**src/rtl/msaws_pkg.sv**
```systemverilog
// shared types and constants for the masked summed-area window sum block
// no dependencies

package msaws_pkg;

  localparam int SUM_W     = 32;
  localparam int CNT_W     = 17;
  localparam int DIM_W     = 9;
  localparam int RAD_W     = 8;
  localparam int QPOS_W    = 8;
  localparam int REG_IDX_W = 2;

  localparam logic [REG_IDX_W-1:0] REG_GRID_ROWS     = 2'd0;
  localparam logic [REG_IDX_W-1:0] REG_GRID_COLS     = 2'd1;
  localparam logic [REG_IDX_W-1:0] REG_WINDOW_RADIUS = 2'd2;

  localparam logic MODE_LOAD  = 1'b0;
  localparam logic MODE_QUERY = 1'b1;

  localparam logic [DIM_W-1:0] GRID_ROWS_RESET     = 9'd256;
  localparam logic [DIM_W-1:0] GRID_COLS_RESET     = 9'd256;
  localparam logic [RAD_W-1:0] WINDOW_RADIUS_RESET = 8'd1;

  typedef enum logic [1:0] {
    STAT_OK         = 2'd0,
    STAT_OUTSIDE    = 2'd1,
    STAT_NOT_LOADED = 2'd2
  } status_t;

  // one prefix table entry, both sums kept modulo their output widths
  typedef struct packed {
    logic [SUM_W-1:0] val;
    logic [CNT_W-1:0] cnt;
  } entry_t;

  typedef struct packed {
    logic [SUM_W-1:0] box_sum;
    logic [CNT_W-1:0] valid_count;
    status_t          status;
  } result_t;

endpackage

```
**src/rtl/msaws_out.sv**
```systemverilog
// result output register between the sequencer and the master-side stream
// depends on msaws_pkg for the result type

module msaws_out
  import msaws_pkg::*;
(
  input  logic    clk,
  input  logic    rst_n,
  input  logic    res_valid,
  input  result_t res,
  output logic    res_ready,
  output logic    out_valid,
  output result_t out_res,
  input  logic    out_ready
);

  logic    valid_r;
  result_t res_r;

  assign res_ready = !valid_r || out_ready;
  assign out_valid = valid_r;
  assign out_res   = res_r;

  always_ff @(posedge clk) begin
    if (!rst_n) begin
      valid_r <= 1'b0;
    end else if (res_ready) begin
      valid_r <= res_valid;
    end
  end

  always_ff @(posedge clk) begin
    if (res_ready && res_valid) begin
      res_r <= res;
    end
  end

endmodule

```
**config.mk**
```make
export PLATFORM = sky130hd
export DESIGN_NAME = msaws_out
export DESIGN_NICKNAME = d
export VERILOG_FILES = /design/src/rtl/msaws_pkg.sv /design/src/rtl/msaws_out.sv
export SDC_FILE = /design/constraint.sdc
export NUM_CORES = 1
export LEC_CHECK = 0
export ABC_AREA = 0
export BUFFER_PORTS_ARGS = -buffer_cell sky130_fd_sc_hd__buf_2
export CAP_MARGIN = 5
export CORE_ASPECT_RATIO = 1.25
export CORE_MARGIN = 5
export CORE_UTILIZATION = 40
export DETAILED_ROUTE_END_ITERATION = 12
export PLACE_DENSITY = 0.78
export SYNTH_ARGS = -nofsm -noshare
export SYNTH_HDL_FRONTEND = slang
export SYNTH_SLANG_ARGS = --single-unit
```
**constraint.sdc**
```tcl
create_clock -name clk -period 1.8 [get_ports clk]
set_clock_uncertainty 0.1 [all_clocks]
set_input_delay 0 -clock clk [delete_from_list [all_inputs] [get_ports clk]]
set_output_delay 0 -clock clk [all_outputs]
set_load 0.02 [all_outputs]
```
**After elaboration in Yosys (flattened, before gate mapping)**

Index checks and enable logic that the tools add are counted.

- Reduce and logical (&&, ||, !) cells: 3

Operator list:

| cell | count |
|---|---|
| $logic_and A1 B1 Y1 | 1 |
| $logic_not A1 Y1 | 1 |
| $logic_or A1 B1 Y1 | 1 |

- Register bits after elaboration: 52
- Bits of input ports: 55
- Output and inout port bits: 53
- Word-level logic and storage cells: 7

**Logic depth before layout (Yosys ltp)**

- Word-level depth: 3
- Gate-level depth with buffers: 2
- Gate-level depth less buffers: 2

**Worst setup path after synthesis**

OpenSTA, ideal clock, no wires.

- Path kind: register -> register
- Start: register valid_r, in the netlist out_valid
- End: register res_r (netlist bit out_res[0]) (enable)
- Setup time: 372 ps
- Arrival time: 1000 ps
- Data required time: 1328 ps
- Slack: 328 ps
- Cell stages (with the launch flop): 3
- Buffers on the path: 0
- Period minus slack after synthesis: 1472 ps
- Path through: dfxtp_1 nand2b_4 and2_4

- Word-level cells in the longest chain between the ends: 3

RTL lines:

| element | RTL line | source |
|---|---|---|
| from (decl) | msaws_out.sv:17 | `logic valid_r;` |
| from (signal assigned) | msaws_out.sv:28 | `valid_r <= res_valid;` |
| $logic_not A1 Y1 | msaws_out.sv:20 | `assign res_ready = !valid_r \|\| out_ready;` |
| $logic_or A1 B1 Y1 | msaws_out.sv:20 |  |
| named net res_ready | msaws_out.sv:11 | `output logic res_ready,` |
| $logic_and A1 B1 Y1 | msaws_out.sv:33 | `if (res_ready && res_valid) begin` |
| to (signal assigned) | msaws_out.sv:34 | `res_r <= res;` |
| to (decl) | msaws_out.sv:18 | `result_t res_r;` |

The timed path passes the listed nets, and every way through them passes these cells.
A chain may end at the register's enable or synchronous reset.

**Worst setup path in the final report**

- Start: register valid_r, in the netlist out_valid
- End: register res_r (netlist bit out_res[1]) (enable)

- Word-level cells in the longest chain between the ends: 3

RTL lines:

| element | RTL line |
|---|---|
| $logic_not A1 Y1 | msaws_out.sv:20 |
| $logic_or A1 B1 Y1 | msaws_out.sv:20 |
| $logic_and A1 B1 Y1 | msaws_out.sv:33 |

Every way passes these cells.

==> flow_metrics.tcl <==
set metrics [dict create \
    status "completed" \
    worstSetupStartpointType "register" \
    h-tree-depth 2 \
    power_frac_clock_pct 31.3 \
    yosysMostFrequentCell "edfxtp_1" \
    setup_violations 0 \
    numCtsBuffers 5 \
    n_fill_cell 240 \
    gp_routability_congestion 0.747 \
    grt_max_degree 31 \
    drtAntennaViolNets 0 \
    post_cts_buffers 0 \
    cp_num_buf_inv 1 \
    path_class "register to register" \
    finalCritPeriodShare_pct 71.6 \
    layout.nets 280 \
    layout.cells.non_filler 280 \
    tightestPinTransition_ns 0.258 \
    root_buffer "clkbuf_8" \
    die_h_um 80.5 \
    core-area_um2 3820 \
    max_clock_freq_mhz 776 \
    p_sw_mw 0.562 \
    antenna_found_initial 0 \
    slowest_delay_ns 0.35 \
    cts_sinks 52 \
    crit_path_cell_trace "nand2b_4, and2_4, buf_4" \
    clk-insertion-delay-late_ns 0.30 \
    fin_crit_ns 1.29 \
    finalInstanceArea_um2 2870 \
    critical_path_peak_fanout 21 \
    die-area_um2 5340 \
    hold_viol_final 0 \
    combPwrFrac_pct 13.7 \
    clkTransAtPathRegs_ns 0.09 \
    leakagePower_nw 1.24 \
    power.internal_mw 2.04 \
    pin_count 108 \
    drive_gt1_share_pct 53.1 \
    synth_top_area_share_pct 96.4 \
    synthesis.instances 56 \
    setup_tns_ns 0 \
    syn_area_um2 1590 \
    worstPathArrival_ns 1.16 \
    async_flop_share_pct 0 \
    num_rows 25 \
    power_density_nw_per_um2 906 \
    yosys.area.top_type "edfxtp_1" \
    globalRouteTotalUtil_pct 18.5 \
    slew_headroom_pct 82.8 \
    overflow 0 \
    pwr-share-seq_pct 55.0 \
    avgViaCountPerCell 4.35 \
    route.detailed.drc 0 \
    ir_drop_mv 0.669 \
    syn2layout_area_growth_pct 80.7 \
    ys.flop_type "edfxtp_1" \
    n_antenna_cell 0 \
    critPathTopFamily "flip-flops" \
    hold_path_class "input port to register" \
    cts_buffer_depth 2 \
    critPathRequiredTime_ns 1.68 \
    cts_tree "yes" \
    placed_area_um2 2220 \
    syn_avg_cell_area_um2 28.4 \
    yosysUniqueCellTypes 6 \
    initial_core_util_pct 41.6 \
    grt_pass1_vias 1385 \
    rsz0062_at_grt "false" \
    ys_seq_area_share_pct 97.6 \
    dpl.cell_count 219 \
    maxCapViolCount 0 \
    drv_slew 0 \
    dr.pass1.iters 4 \
    numPortBuffers 107 \
    avgRoutedWirePerCell_um 16.2 \
    dp_hpwl_um 2660 \
    ys_top_cells_by_area "edfxtp_1, dfxtp_1, nand2b_4, a21boi_2, and2_4" \
    synthesis.nets 111 \
    routed_wl_um 4530 \
    switching_share_pct 21.6 \
    synth-edff-count 51 \
    synth_seq_cells 52 \
    crit_path_end_kind "register" \
    grt_pass1_wl_um 6950 \
    drtIter0Drc 38 \
    num_vias 1219 \
    fp.dieW_um 66.4 \
    crit_slowest_cell "dfxtp_1" \
    yosysWarnings 0 \
]
-- layout by cell type, fill, tap and decap left out --
cell and instances:
dlygate4sd3_1 53, edfxtp_1 51, buf_12 1, inv_1 1, and2_4 1, dfxtp_1 1, clkbuf_8 6, buf_2 107
nand2b_4 1, bufinv_16 1, clkinv_4 1, a21boi_2 1, buf_4 1
-- flip-flops by register name (all words and copies together), names as in the netlist --
name,count
out_valid,1
out_res,51
-- metal layers --
layer / wire length, um / part of all wire, % / vias to the layer above / global-route usage [%]
met1: 1590 / 35 / 565 / 19.1
met3: 476 / 11 / 15 / 7.83
met4: 182 / 4.0 / 0 / 9.96
met2: 2280 / 50 / 81 / 31.2
li1: - / - / 558 / -
met5: 0 / 0 / - / 0
-- power by group through the flow --
stage	registers (mW)	clock network, mW	logic [mW]
finish	1.43	0.815	0.356
global route	1.44	0.892	0.379
CTS	1.43	0.828	0.349
detailed placement	1.46	0	0.260
global placement	1.45	0	0.256
floorplan	1.55	0	0.0285
-- area by class of cell --
| type | count | area (um2) | area share (%) |
|---|---|---|---|
| timing repair buffer | 162 | 1090 | 38.1 |
| inverter | 1 | 3.75 | 0.131 |
| multi-input combinational | 3 | 33.8 | 1.18 |
| clock inverter | 2 | 38.8 | 1.35 |
| tap | 54 | 67.6 | 2.35 |
| sequential | 52 | 1550 | 54.0 |
| clock buffer | 6 | 82.6 | 2.88 |
-- tightest hold or removal path, delay by kind of cell --
family,cells,cell delay [ns]
AND/OR/NAND/NOR,1,0.15
buffers and inverters,2,0.29
-- worst paths after layout --
path	from	end	slack, ns	depth (start not counted)
hold / removal	res_valid	out_res[34]$_DFFE_PP_	0.18	3
setup reg to reg	out_valid$_SDFFE_PN0P_	out_res[1]$_DFFE_PP_	0.51	3
setup / recovery	out_valid$_SDFFE_PN0P_	out_res[1]$_DFFE_PP_	0.51	3
hold reg to reg	out_valid$_SDFFE_PN0P_	out_res[34]$_DFFE_PP_	0.82	3
-- cell families after synthesis --
logic type | synth area share, %
AOI/OAI and AO/OA | 0.709
and+or+nand+nor | 1.42
buffers and inverters | 0.236
DFF | 97.6
-- metrics by stage --
step	util, %	hold WS [ns]	setup WS, ns	total power [mW]
floorplan	-	-0.00113	0.328	1.58
global placement	58.2	0.0760	0.575	1.71
global route	75.2	0.184	0.454	2.71
CTS	75.2	0.182	0.538	2.61
finish	75.2	0.183	0.512	2.60
detailed placement	58.2	0.0781	0.548	1.72
-- what timing repair did --
item | in CTS | in global routing
hold buffers | 53 | 0
resized for setup | 0 | 0
endpoints found under the hold margin | 52 | 0
Note: power is estimated with default switching activity, not from simulation.
