### src/rtl/msaws_pkg.sv
// shared types and constants for the masked summed-area window sum block
// no dependencies

package msaws_pkg;

  localparam int SUM_W     = 32;
  localparam int CNT_W     = 17;
  localparam int DIM_W     = 9;
  localparam int RAD_W     = 8;
  localparam int QPOS_W    = 8;
  localparam int REG_IDX_W = 2;

  localparam logic [REG_IDX_W-1:0] REG_GRID_ROWS     = 2'd0;
  localparam logic [REG_IDX_W-1:0] REG_GRID_COLS     = 2'd1;
  localparam logic [REG_IDX_W-1:0] REG_WINDOW_RADIUS = 2'd2;

  localparam logic MODE_LOAD  = 1'b0;
  localparam logic MODE_QUERY = 1'b1;

  localparam logic [DIM_W-1:0] GRID_ROWS_RESET     = 9'd256;
  localparam logic [DIM_W-1:0] GRID_COLS_RESET     = 9'd256;
  localparam logic [RAD_W-1:0] WINDOW_RADIUS_RESET = 8'd1;

  typedef enum logic [1:0] {
    STAT_OK         = 2'd0,
    STAT_OUTSIDE    = 2'd1,
    STAT_NOT_LOADED = 2'd2
  } status_t;

  // one prefix table entry, both sums kept modulo their output widths
  typedef struct packed {
    logic [SUM_W-1:0] val;
    logic [CNT_W-1:0] cnt;
  } entry_t;

  typedef struct packed {
    logic [SUM_W-1:0] box_sum;
    logic [CNT_W-1:0] valid_count;
    status_t          status;
  } result_t;

endpackage

### src/rtl/msaws_seq.sv
// load and query sequencer: config registers, load counters, prefix build,
// four-lookup window combine; depends on msaws_pkg, drives msaws_mem

module msaws_seq
  import msaws_pkg::*;
#(
  parameter int MAX_ROWS    = 256,
  parameter int MAX_COLS    = 256,
  parameter int SAMPLE_BITS = 16,
  parameter int AW          = 16
) (
  input  logic                   clk,
  input  logic                   rst_n,
  input  logic                   cfg_wr_en,
  input  logic [REG_IDX_W-1:0]   cfg_addr,
  input  logic [DIM_W-1:0]       cfg_wdata,
  input  logic                   in_valid,
  output logic                   in_ready,
  input  logic                   in_mode,
  input  logic [SAMPLE_BITS-1:0] in_value,
  input  logic                   in_svalid,
  input  logic [QPOS_W-1:0]      in_qrow,
  input  logic [QPOS_W-1:0]      in_qcol,
  output logic                   mem_rd_en,
  output logic [AW-1:0]          mem_rd_addr,
  input  entry_t                 mem_rd_data,
  output logic                   mem_wr_en,
  output logic [AW-1:0]          mem_wr_addr,
  output entry_t                 mem_wr_data,
  output logic                   res_valid,
  output result_t                res,
  input  logic                   res_ready
);

  localparam int RW  = (MAX_ROWS > 1) ? $clog2(MAX_ROWS) : 1;
  localparam int CLW = (MAX_COLS > 1) ? $clog2(MAX_COLS) : 1;

  typedef enum logic [6:0] {
    ST_IDLE  = 7'b0000001,
    ST_LD_WR = 7'b0000010,
    ST_Q_RD0 = 7'b0000100,
    ST_Q_RD1 = 7'b0001000,
    ST_Q_RD2 = 7'b0010000,
    ST_Q_RD3 = 7'b0100000,
    ST_Q_FIN = 7'b1000000
  } state_t;

  function automatic logic [AW-1:0] cell_addr(input logic [RW-1:0] r, input logic [CLW-1:0] c);
    return AW'(32'(r) * 32'(MAX_COLS) + 32'(c));
  endfunction

  state_t           state_r;
  logic [DIM_W-1:0] rows_r;
  logic [DIM_W-1:0] cols_r;
  logic [RAD_W-1:0] rad_r;
  logic [RW-1:0]    load_row_r;
  logic [CLW-1:0]   load_col_r;
  logic [SUM_W-1:0] row_val_r;
  logic [CNT_W-1:0] row_cnt_r;
  logic             grid_done_r;
  logic             above_z_r;
  status_t          status_r;
  logic [RW-1:0]    qr1_r;
  logic [RW-1:0]    qrm_r;
  logic [CLW-1:0]   qc1_r;
  logic [CLW-1:0]   qcm_r;
  logic             r0z_r;
  logic             c0z_r;
  logic [SUM_W-1:0] acc_val_r;
  logic [CNT_W-1:0] acc_cnt_r;

  logic [DIM_W-1:0] rows_eff;
  logic [DIM_W-1:0] cols_eff;
  logic             accept;
  logic             restart;
  logic [RW-1:0]    row_ld;
  logic [CLW-1:0]   col_ld;
  logic [SUM_W-1:0] sample_ext;
  logic             col_last;
  logic             row_last;
  status_t          q_status;
  logic [QPOS_W-1:0] r0;
  logic [QPOS_W-1:0] c0;
  logic [DIM_W-1:0] r1_raw;
  logic [DIM_W-1:0] c1_raw;
  logic [DIM_W-1:0] r1;
  logic [DIM_W-1:0] c1;
  logic [SUM_W-1:0] fin_val;
  logic [CNT_W-1:0] fin_cnt;

  assign rows_eff = (rows_r == '0) ? DIM_W'(1) :
                    (32'(rows_r) > 32'(MAX_ROWS)) ? DIM_W'(MAX_ROWS) : rows_r;
  assign cols_eff = (cols_r == '0) ? DIM_W'(1) :
                    (32'(cols_r) > 32'(MAX_COLS)) ? DIM_W'(MAX_COLS) : cols_r;

  assign in_ready = (state_r == ST_IDLE);
  assign accept   = in_valid && in_ready;

  // load path
  assign restart = grid_done_r || (32'(load_row_r) >= 32'(rows_eff)) ||
                   (32'(load_col_r) >= 32'(cols_eff));
  assign row_ld     = restart ? '0 : load_row_r;
  assign col_ld     = restart ? '0 : load_col_r;
  assign sample_ext = SUM_W'($signed(in_value));
  assign col_last   = (32'(load_col_r) + 32'd1) >= 32'(cols_eff);
  assign row_last   = (32'(load_row_r) + 32'd1) >= 32'(rows_eff);

  // query window bounds
  assign r0     = (in_qrow >= rad_r) ? (in_qrow - rad_r) : '0;
  assign c0     = (in_qcol >= rad_r) ? (in_qcol - rad_r) : '0;
  assign r1_raw = DIM_W'(in_qrow) + DIM_W'(rad_r);
  assign c1_raw = DIM_W'(in_qcol) + DIM_W'(rad_r);
  assign r1     = (r1_raw > rows_eff - DIM_W'(1)) ? rows_eff - DIM_W'(1) : r1_raw;
  assign c1     = (c1_raw > cols_eff - DIM_W'(1)) ? cols_eff - DIM_W'(1) : c1_raw;

  always_comb begin
    if (!grid_done_r) begin
      q_status = STAT_NOT_LOADED;
    end else if ((DIM_W'(in_qrow) >= rows_eff) || (DIM_W'(in_qcol) >= cols_eff)) begin
      q_status = STAT_OUTSIDE;
    end else begin
      q_status = STAT_OK;
    end
  end

  // memory requests
  always_comb begin
    mem_rd_en   = 1'b0;
    mem_rd_addr = cell_addr(RW'(row_ld - RW'(1)), col_ld);
    unique case (state_r) inside
      ST_IDLE: begin
        mem_rd_en = accept && (in_mode == MODE_LOAD) && (row_ld != '0);
      end
      ST_Q_RD0: begin
        mem_rd_en   = 1'b1;
        mem_rd_addr = cell_addr(qr1_r, qc1_r);
      end
      ST_Q_RD1: begin
        mem_rd_en   = 1'b1;
        mem_rd_addr = cell_addr(qrm_r, qc1_r);
      end
      ST_Q_RD2: begin
        mem_rd_en   = 1'b1;
        mem_rd_addr = cell_addr(qr1_r, qcm_r);
      end
      ST_Q_RD3: begin
        mem_rd_en   = 1'b1;
        mem_rd_addr = cell_addr(qrm_r, qcm_r);
      end
      ST_LD_WR, ST_Q_FIN: begin
        mem_rd_en = 1'b0;
      end
      default: begin
        mem_rd_en = 1'b0;
      end
    endcase
  end

  assign mem_wr_en       = (state_r == ST_LD_WR);
  assign mem_wr_addr     = cell_addr(load_row_r, load_col_r);
  assign mem_wr_data.val = row_val_r + (above_z_r ? '0 : mem_rd_data.val);
  assign mem_wr_data.cnt = row_cnt_r + (above_z_r ? '0 : mem_rd_data.cnt);

  // final corner of the window
  assign fin_val = acc_val_r + ((r0z_r || c0z_r) ? '0 : mem_rd_data.val);
  assign fin_cnt = acc_cnt_r + ((r0z_r || c0z_r) ? '0 : mem_rd_data.cnt);

  assign res_valid = (state_r == ST_Q_FIN);
  always_comb begin
    res.status = status_r;
    if (status_r == STAT_OK) begin
      res.box_sum     = fin_val;
      res.valid_count = fin_cnt;
    end else begin
      res.box_sum     = '0;
      res.valid_count = '0;
    end
  end

  always_ff @(posedge clk) begin
    if (!rst_n) begin
      state_r     <= ST_IDLE;
      rows_r      <= GRID_ROWS_RESET;
      cols_r      <= GRID_COLS_RESET;
      rad_r       <= WINDOW_RADIUS_RESET;
      load_row_r  <= '0;
      load_col_r  <= '0;
      row_val_r   <= '0;
      row_cnt_r   <= '0;
      grid_done_r <= 1'b0;
    end else if (cfg_wr_en) begin
      unique case (cfg_addr) inside
        REG_GRID_ROWS, REG_GRID_COLS: begin
          if (cfg_addr == REG_GRID_ROWS) begin
            rows_r <= cfg_wdata;
          end else begin
            cols_r <= cfg_wdata;
          end
          load_row_r  <= '0;
          load_col_r  <= '0;
          row_val_r   <= '0;
          row_cnt_r   <= '0;
          grid_done_r <= 1'b0;
        end
        REG_WINDOW_RADIUS: begin
          rad_r <= cfg_wdata[RAD_W-1:0];
        end
        default: begin
        end
      endcase
    end else begin
      unique case (state_r)
        ST_IDLE: begin
          if (accept && (in_mode == MODE_LOAD)) begin
            load_row_r  <= row_ld;
            load_col_r  <= col_ld;
            row_val_r   <= (restart ? '0 : row_val_r) + (in_svalid ? sample_ext : '0);
            row_cnt_r   <= (restart ? '0 : row_cnt_r) + CNT_W'(in_svalid);
            grid_done_r <= 1'b0;
            state_r     <= ST_LD_WR;
          end else if (accept) begin
            state_r <= (q_status == STAT_OK) ? ST_Q_RD0 : ST_Q_FIN;
          end
        end
        ST_LD_WR: begin
          if (col_last) begin
            load_col_r <= '0;
            row_val_r  <= '0;
            row_cnt_r  <= '0;
            if (row_last) begin
              load_row_r  <= '0;
              grid_done_r <= 1'b1;
            end else begin
              load_row_r <= load_row_r + RW'(1);
            end
          end else begin
            load_col_r <= load_col_r + CLW'(1);
          end
          state_r <= ST_IDLE;
        end
        ST_Q_RD0: state_r <= ST_Q_RD1;
        ST_Q_RD1: state_r <= ST_Q_RD2;
        ST_Q_RD2: state_r <= ST_Q_RD3;
        ST_Q_RD3: state_r <= ST_Q_FIN;
        ST_Q_FIN: begin
          if (res_ready) begin
            state_r <= ST_IDLE;
          end
        end
        default: state_r <= ST_IDLE;
      endcase
    end
  end

  // query datapath registers
  always_ff @(posedge clk) begin
    if (state_r == ST_IDLE && accept) begin
      above_z_r <= (row_ld == '0);
      status_r  <= q_status;
      qr1_r     <= RW'(r1);
      qc1_r     <= CLW'(c1);
      qrm_r     <= RW'(r0 - QPOS_W'(1));
      qcm_r     <= CLW'(c0 - QPOS_W'(1));
      r0z_r     <= (r0 == '0);
      c0z_r     <= (c0 == '0);
    end
    case (state_r)
      ST_Q_RD1: begin
        acc_val_r <= mem_rd_data.val;
        acc_cnt_r <= mem_rd_data.cnt;
      end
      ST_Q_RD2, ST_Q_RD3: begin
        if (!((state_r == ST_Q_RD2) ? r0z_r : c0z_r)) begin
          acc_val_r <= acc_val_r - mem_rd_data.val;
          acc_cnt_r <= acc_cnt_r - mem_rd_data.cnt;
        end
      end
      default: begin
      end
    endcase
  end

  a_wr_only_in_load: assert property (@(posedge clk) disable iff (!rst_n)
    mem_wr_en |-> !mem_rd_en && (state_r == ST_LD_WR))
    else $error("table write outside load write cycle");

  a_load_goes_write: assert property (@(posedge clk) disable iff (!rst_n)
    (accept && in_mode == MODE_LOAD && !cfg_wr_en) |=> (state_r == ST_LD_WR))
    else $error("load beat not followed by table write");

  a_done_counters_zero: assert property (@(posedge clk) disable iff (!rst_n)
    grid_done_r |-> (load_row_r == '0) && (load_col_r == '0))
    else $error("complete grid with nonzero load position");

  a_fin_holds: assert property (@(posedge clk) disable iff (!rst_n)
    (res_valid && !res_ready && !cfg_wr_en) |=> res_valid && $stable(status_r))
    else $error("stalled result dropped");

endmodule

### config.mk
export PLATFORM = sky130hd
export DESIGN_NAME = msaws_seq
export DESIGN_NICKNAME = d
export VERILOG_FILES = /design/src/rtl/msaws_pkg.sv /design/src/rtl/msaws_seq.sv
export SDC_FILE = /design/constraint.sdc
export NUM_CORES = 1
export LEC_CHECK = 0
export BUFFER_PORTS_ARGS = -buffer_cell sky130_fd_sc_hd__buf_4
export CAP_MARGIN = 20
export CORE_AREA = 4 4 218 220
export DETAILED_ROUTE_END_ITERATION = 8
export DIE_AREA = 0 0 222 224
export HOLD_SLACK_MARGIN = 0.06
export PLACE_DENSITY = 0.64
export RECOVER_POWER = 25
export SKIP_LAST_GASP = 1
export SLEW_MARGIN = 30
export SYNTH_ARGS = -nofsm -noshare
export SYNTH_HDL_FRONTEND = slang
export SYNTH_SLANG_ARGS = --single-unit
### constraint.sdc
create_clock -name clk -period 9 [get_ports clk]
set_input_delay 1.35 -clock clk [delete_from_list [all_inputs] [get_ports clk]]
set_output_delay 1.35 -clock clk [all_outputs]
set_load 0.02 [all_outputs]
# Word level (Yosys, flattened, before mapping)
# Index checks and enable logic that the tools add are counted.
# classes
n_reduce_logical,30
n_mul,0
mux,58
n_lt_le_gt_ge,12
bitwise,3
n_eq_ne,16
div,0
shift,0
addsub,27
# ops
operator,n
$mux W32,9
$mux W17,8
$pmux W32 S2,2
$mux W8,14
$add A16 B8 Y16,6
$add A32 B32 Y32,3
$pmux W17 S2,2
$pmux W16 S4,1
$mux W49,1
$pmux W7 S6,1
$ge A8 B9 Y1,4
$mux W9,4
$add A17 B17 Y17,2
$pmux W8 S2,2
$sub A32 B32 Y32,1
$mux W7,4
$logic_not A8 Y1,3
$sub A8 B1 Y8 const B,3
$add A8 B1 Y9 const B,2
$add A8 B8 Y9,2
$ge A9 B9 Y1,2
$gt A9 B9 Y1,2
$gt A9 B9 Y1 const B,2
$logic_not A9 Y1,2
35 further kinds,64
# word_totals
elab_cells,165
romBits,0
in_bits,99
mem_bits_rw,0
n_memories,0
register_bits,185
latch_bits,0

# Depth between registers and ports, before layout
# logic_depth
word_depth,12
mapped_depth,31
depth_no_buf,29

# Worst setup path before layout
# Ideal clock, no wire load.
# synth_timing
path_type,reg2reg
startpoint,register rows_r[2]
endpoint,register row_val_r[31]
setup_ns,0.117
required_ns,8.883
arrival_ns,6.143
synth_period_minus_slack_ns,6.260
n_path_buf,2
path_slack_ns,2.740
path_stages_with_launch,31
path_cell_list,dfxtp_1 > nor4_1 > nor2b_1 > nor2b_1 > a21oi_1 > nor2_1 > ha_1 > nand2b_1 > a21o_1 > a21o_1 > a21o_1 > a21oi_1 > nor2_1 > a311oi_2 > clkbuf_1 > clkbuf_1 > nand2_1 > inv_1 > ha_1 > a21o_1 > a21o_1 > a2111oi_0 > o21bai_1 > a21oi_2 > o21ai_1 > a2111oi_2 > or3_1 > o21ai_0 > xor2_1 > o21bai_1 > a22o_1
# synth_via
elab_chain_len,11
word_cells_on_any_way,12
classes_between,add/sub (1); order compare (2); mux (6); reduce/logical (3)
# synth_lines
element,line_no,rtl
from (decl),msaws_seq.sv:53,logic [DIM_W-1:0] rows_r;
from (signal assigned),msaws_seq.sv:195,rows_r <= cfg_wdata;
$gt A9 B9 Y1,msaws_seq.sv:92,(32'(rows_r) > 32'(MAX_ROWS)) ? DIM_W'(MAX_ROWS) : rows_r;
$mux W9,msaws_seq.sv:92,
$mux W9 (*),msaws_seq.sv:91,assign rows_eff = (rows_r == '0) ? DIM_W'(1) :
$ge A8 B9 Y1 (*),msaws_seq.sv:100,assign restart = grid_done_r || (32'(load_row_r) >= 32'(rows_eff)) ||
$logic_or A1 B1 Y1 (*) (2 in a row),msaws_seq.sv:100,
$mux W32 (*),msaws_seq.sv:217,row_val_r <= (restart ? '0 : row_val_r) + (in_svalid ? sample_ext : '0);
$add A32 B32 Y32 (*),msaws_seq.sv:217,
$mux W32 (*),msaws_seq.sv:214,if (accept && (in_mode == MODE_LOAD)) begin
$pmux W32 S2 (*),msaws_seq.sv:212,unique case (state_r)
$mux W32 (*),msaws_seq.sv:191,end else if (cfg_wr_en) begin
to (signal assigned),msaws_seq.sv:217,
to (decl),msaws_seq.sv:58,logic [SUM_W-1:0] row_val_r;
# Mark *: on every way between the ends. The rest lies on a longest branch, timed or not. The select of a mux whose other input is x is not followed.
# A chain may end at the register's enable or synchronous reset.

# Final worst setup path
# layout_timing
startpoint,register rows_r[3]
endpoint,output port mem_rd_addr[0]
# layout_via
elab_chain_len,9
word_cells_on_any_way,10
classes_between,add/sub (1); order compare (2); mux (4); reduce/logical (3)
# layout_lines
element,line_no,rtl
$gt A9 B9 Y1,msaws_seq.sv:92,
$mux W9,msaws_seq.sv:92,
$mux W9 (*),msaws_seq.sv:91,
$ge A8 B9 Y1 (*),msaws_seq.sv:100,
$logic_or A1 B1 Y1 (*) (2 in a row),msaws_seq.sv:100,
$mux W8 (*),msaws_seq.sv:103,assign col_ld = restart ? '0 : load_col_r;
$add A16 B8 Y16 (*),msaws_seq.sv:49,return AW'(32'(r) * 32'(MAX_COLS) + 32'(c));
$pmux W16 S4 (*),msaws_seq.sv:130,unique case (state_r) inside
to (decl),msaws_seq.sv:25,"output logic [AW-1:0] mem_rd_addr,"
# Mark *: on every way between the ends. The rest lies on a longest branch, timed or not.

==> impl_metrics.py <==
metrics = {
    "synthesis": {
        "syn-num-nets": 2949,
        "syn_avg_cell_area_um2": 7.94,
        "yosysWarnings": 0,
        "yosysSeqAreaShare_pct": 22.5,
        "ys.flop_type": "dfxtp_1",
        "ys_types": 79,
        "async_reset_ff_share_pct": 0,
        "synth-edff-count": 86,
        "syn-cell-area_um2": 20300,
        "synth-seq-cells": 185,
        "syn_inst": 2553,
    },
    "layout": {
        "area_delta_synth_final_pct": 13.9,
        "fin_nets": 3130,
        "layout-drive-gt1-share_pct": 10.6,
        "final_cell_count_no_fill": 3348,
    },
    "cts": {
        "post_cts_resized": 0,
        "clock_latency_ns": 0.46,
        "htreeDepth": 4,
        "postCtsHoldBufs": 0,
        "cts.path.max_buffers": 2,
        "post_cts_buffers": 0,
        "cts_sinks": 185,
        "numCtsBuffers": 17,
        "cts_tree": "built",
        "cts_root_buf": "clkbuf_16",
        "clkSlewWorstSetupHoldPaths_ns": 0.08,
    },
    "sta": {
        "fin_setup_tns_ns": 0,
        "fin_crit_sh_pct": 79.6,
        "hold_violations": 0,
        "finalCriticalPeriod_ns": 7.16,
        "rsz0062_at_grt": "no",
        "slew_headroom_pct": -103,
        "finalSetupViolCount": 0,
        "worst_pin_slew_ns": 3.05,
        "fmax_ghz": 0.140,
        "skew_ns": 0.0170,
        "drv_slew": 99,
    },
    "worst_setup_path": {
        "timing.rr.end": "row_val_r[31]$_SDFFE_PN0P_",
        "crit_fanout": 53,
        "reg2regPathDepth": 28,
        "path_buf_inv": 4,
        "critical-path-slowest-cell": "nor2_1",
        "path_class": "register to primary output",
        "cp-start-kind": "register",
        "worstPathArrival_ns": 5.81,
        "rrSetupSlack_ns": 2.35,
        "max_stage_delay_ns": 0.69,
        "required_ns": 7.65,
        "crit_family": "simple AND/OR/NAND/NOR gates",
        "end_kind": "primary output",
        "rr_startpoint": "rows_r[3]$_SDFFE_PN0P_",
        "crit_chain": "nor4_1, nor2b_1, nor2b_1, a21oi_1, nor2_1, ha_1, nand2b_1, a21o_1, a21o_1, a21o_1, a21oi_1, nor2_1, a311oi_4, buf_4, inv_1, nor2_1, a222oi_1, inv_1, buf_4",
    },
    "run_status": {
        "violations": "max-capacitance violations, max-slew violations",
        "status": "finished with violations",
    },
    "grt": {
        "grt_overflow": 0,
        "antenna_found_initial": 1,
        "gr-usage-all-layers_pct": 24.1,
        "grt_max_degree": 86,
        "grt_pass1_vias": 18600,
        "grt_pass1_wl_mm": 98.1,
    },
    "hold_path": {
        "holdPathEnd": "cols_r[2]$_SDFFE_PN0P_",
        "whs_path_depth": 2,
        "hp-start": "cols_r[2]$_SDFFE_PN0P_",
        "hold_path_class": "register to register",
    },
    "pwr": {
        "power_density_nw_per_um2": 103,
        "ir_drop_mv": 0.136,
        "p_leak_uw": 0.0106,
        "p_total_uw": 2370,
    },
    "route": {
        "vias": 18900,
        "drt-total-wl_mm": 61.9,
        "drt_iter0_drc": 1217,
        "wl_per_cell_um": 18.5,
        "drc_errors": 0,
        "ant_nets": 0,
        "dr.pass1.iters": 7,
        "post_drt_via_cell_ratio": 5.64,
    },
    "floorplanning": {
        "rows": 78,
        "die_area_um2": 49700,
        "core_um2": 45300,
        "die_x_um": 222,
        "die_h_um": 224,
        "initial_core_util_pct": 44.7,
        "ios": 235,
    },
    "placed_design": {
        "detailed_place_hpwl_mm": 49.4,
        "port_buffers": 234,
        "gp_congestion": 0.917,
        "dp.cells": 3314,
    },
    "run": {
        "cap_violations": 3,
    },
}
==> Yosys cell counts (34+ instances only) <==
| cell | number | area share (%) |
|---|---|---|
| a21o_1 | 100 | 3.7 |
| o21ai_0 | 145 | 3.6 |
| nor3_1 | 82 | 2.0 |
| o21a_1 | 35 | 1.3 |
| clkbuf_1 | 76 | 1.4 |
| nand3_1 | 69 | 1.7 |
| ha_1 | 286 | 18 |
| and2_1 | 69 | 2.1 |
| nand2b_1 | 40 | 1.2 |
| xor2_1 | 74 | 3.2 |
| nor2b_1 | 66 | 2.0 |
| nor2_1 | 249 | 4.6 |
| dfxtp_1 | 99 | 9.8 |
| a21oi_1 | 187 | 4.6 |
| inv_1 | 160 | 3.0 |
| a21boi_0 | 45 | 1.7 |
| nand2_1 | 206 | 3.8 |
| xnor2_1 | 132 | 5.7 |
| o21bai_1 | 34 | 1.3 |
| edfxtp_1 | 86 | 13 |
==> through the flow <==
step | cell area, µm² | util, % | hold slack, ns | setup WS [ns]
3_5_place_dp | 22600 | 49.9 | 0.479 | 2.43
4_1_cts | 23200 | 51.2 | 0.491 | 1.90
2_1_floorplan | 20300 | - | 0.431 | 2.74
5_1_grt | 23100 | 50.9 | 0.527 | 1.34
6_report | 23100 | 50.9 | 0.490 | 1.84
3_3_place_gp | 22600 | 49.8 | 0.471 | 2.54
==> state kept, by name, indices dropped and copies added (netlist names), 2 cells and up <==
name / cells
acc_val_r: 32
row_val_r: 32
acc_cnt_r: 17
row_cnt_r: 17
cols_r: 9
rows_r: 9
load_col_r: 8
load_row_r: 8
qc1_r: 8
qcm_r: 8
qr1_r: 8
qrm_r: 8
rad_r: 8
state_r: 7
status_r: 2
==> kinds of logic after synthesis <==
group,share of synthesized area (%)
mux,1.49
compound gates,22.2
buf+inv,4.56
flops,22.5
simple gates,21.6
xor+xnor,8.91
fa+ha+maj,18.7
==> cell usage in the layout (no fill, tap or decap), types with 74 or more instances in the layout <==
cell type	instances
edfxtp_1	86
nor2_1	248
xnor2_1	132
a21o_1	100
xor2_1	74
nand2_1	206
inv_1	160
ha_1	286
a21oi_1	186
nor3_1	82
o21ai_0	144
buf_4	221
dfxtp_1	99
==> worst min-delay path: cells and delay by family (launching register included) <==
| family | cells | cell delay (ns) |
|---|---|---|
| flops | 1 | 0.32 |
| compound gates | 1 | 0.07 |
| simple gates | 1 | 0.05 |
==> layer usage <==
| layer | GRT usage, % | share of wire, % |
|---|---|---|
| met1 | 30.0 | 43 |
| met2 | 42.3 | 48 |
| met3 | 3.50 | 5.4 |
| met4 | 9.62 | 3.6 |
| met5 | 0 | 0 |
==> worst max path at each step <==
| stage | startpoint | endpoint | slack, ns | depth (start not counted) |
|---|---|---|---|---|
| global placement | rows_r[2]$_SDFFE_PN0P_ | row_val_r[31]$_SDFFE_PN0P_ | 2.54 | 28 |
| floorplan | rows_r[2]$_SDFFE_PN0P_ | row_val_r[31]$_SDFFE_PN0P_ | 2.74 | 30 |
| finish | rows_r[3]$_SDFFE_PN0P_ | mem_rd_addr[0] | 1.84 | 19 |
| CTS | rows_r[2]$_SDFFE_PN0P_ | mem_rd_addr[0] | 1.90 | 19 |
| detailed placement | rows_r[3]$_SDFFE_PN0P_ | row_val_r[31]$_SDFFE_PN0P_ | 2.43 | 28 |
| global route | rows_r[2]$_SDFFE_PN0P_ | mem_rd_addr[5] | 1.34 | 19 |
==> power by group <==
group | leakage, µW | internal (µW) | switching, µW
logic | 0.00875 | 262 | 388
registers | 0.00158 | 924 | 21.0
clock network | 0.000281 | 382 | 389
==> area by class of cell <==
type                            instances  area, µm²
Tap cell                              600        751
Fill cell                            4429      22200
Inverter                              161        604
Clock buffer                           18        450
Antenna cell                            1       2.50
Clock inverter                         14        126
Timing Repair Buffer                  246       1760
Sequential cell                       185       4560
Multi-Input combinational cell       2123      14800
Power figures use the tool's default switching activity.
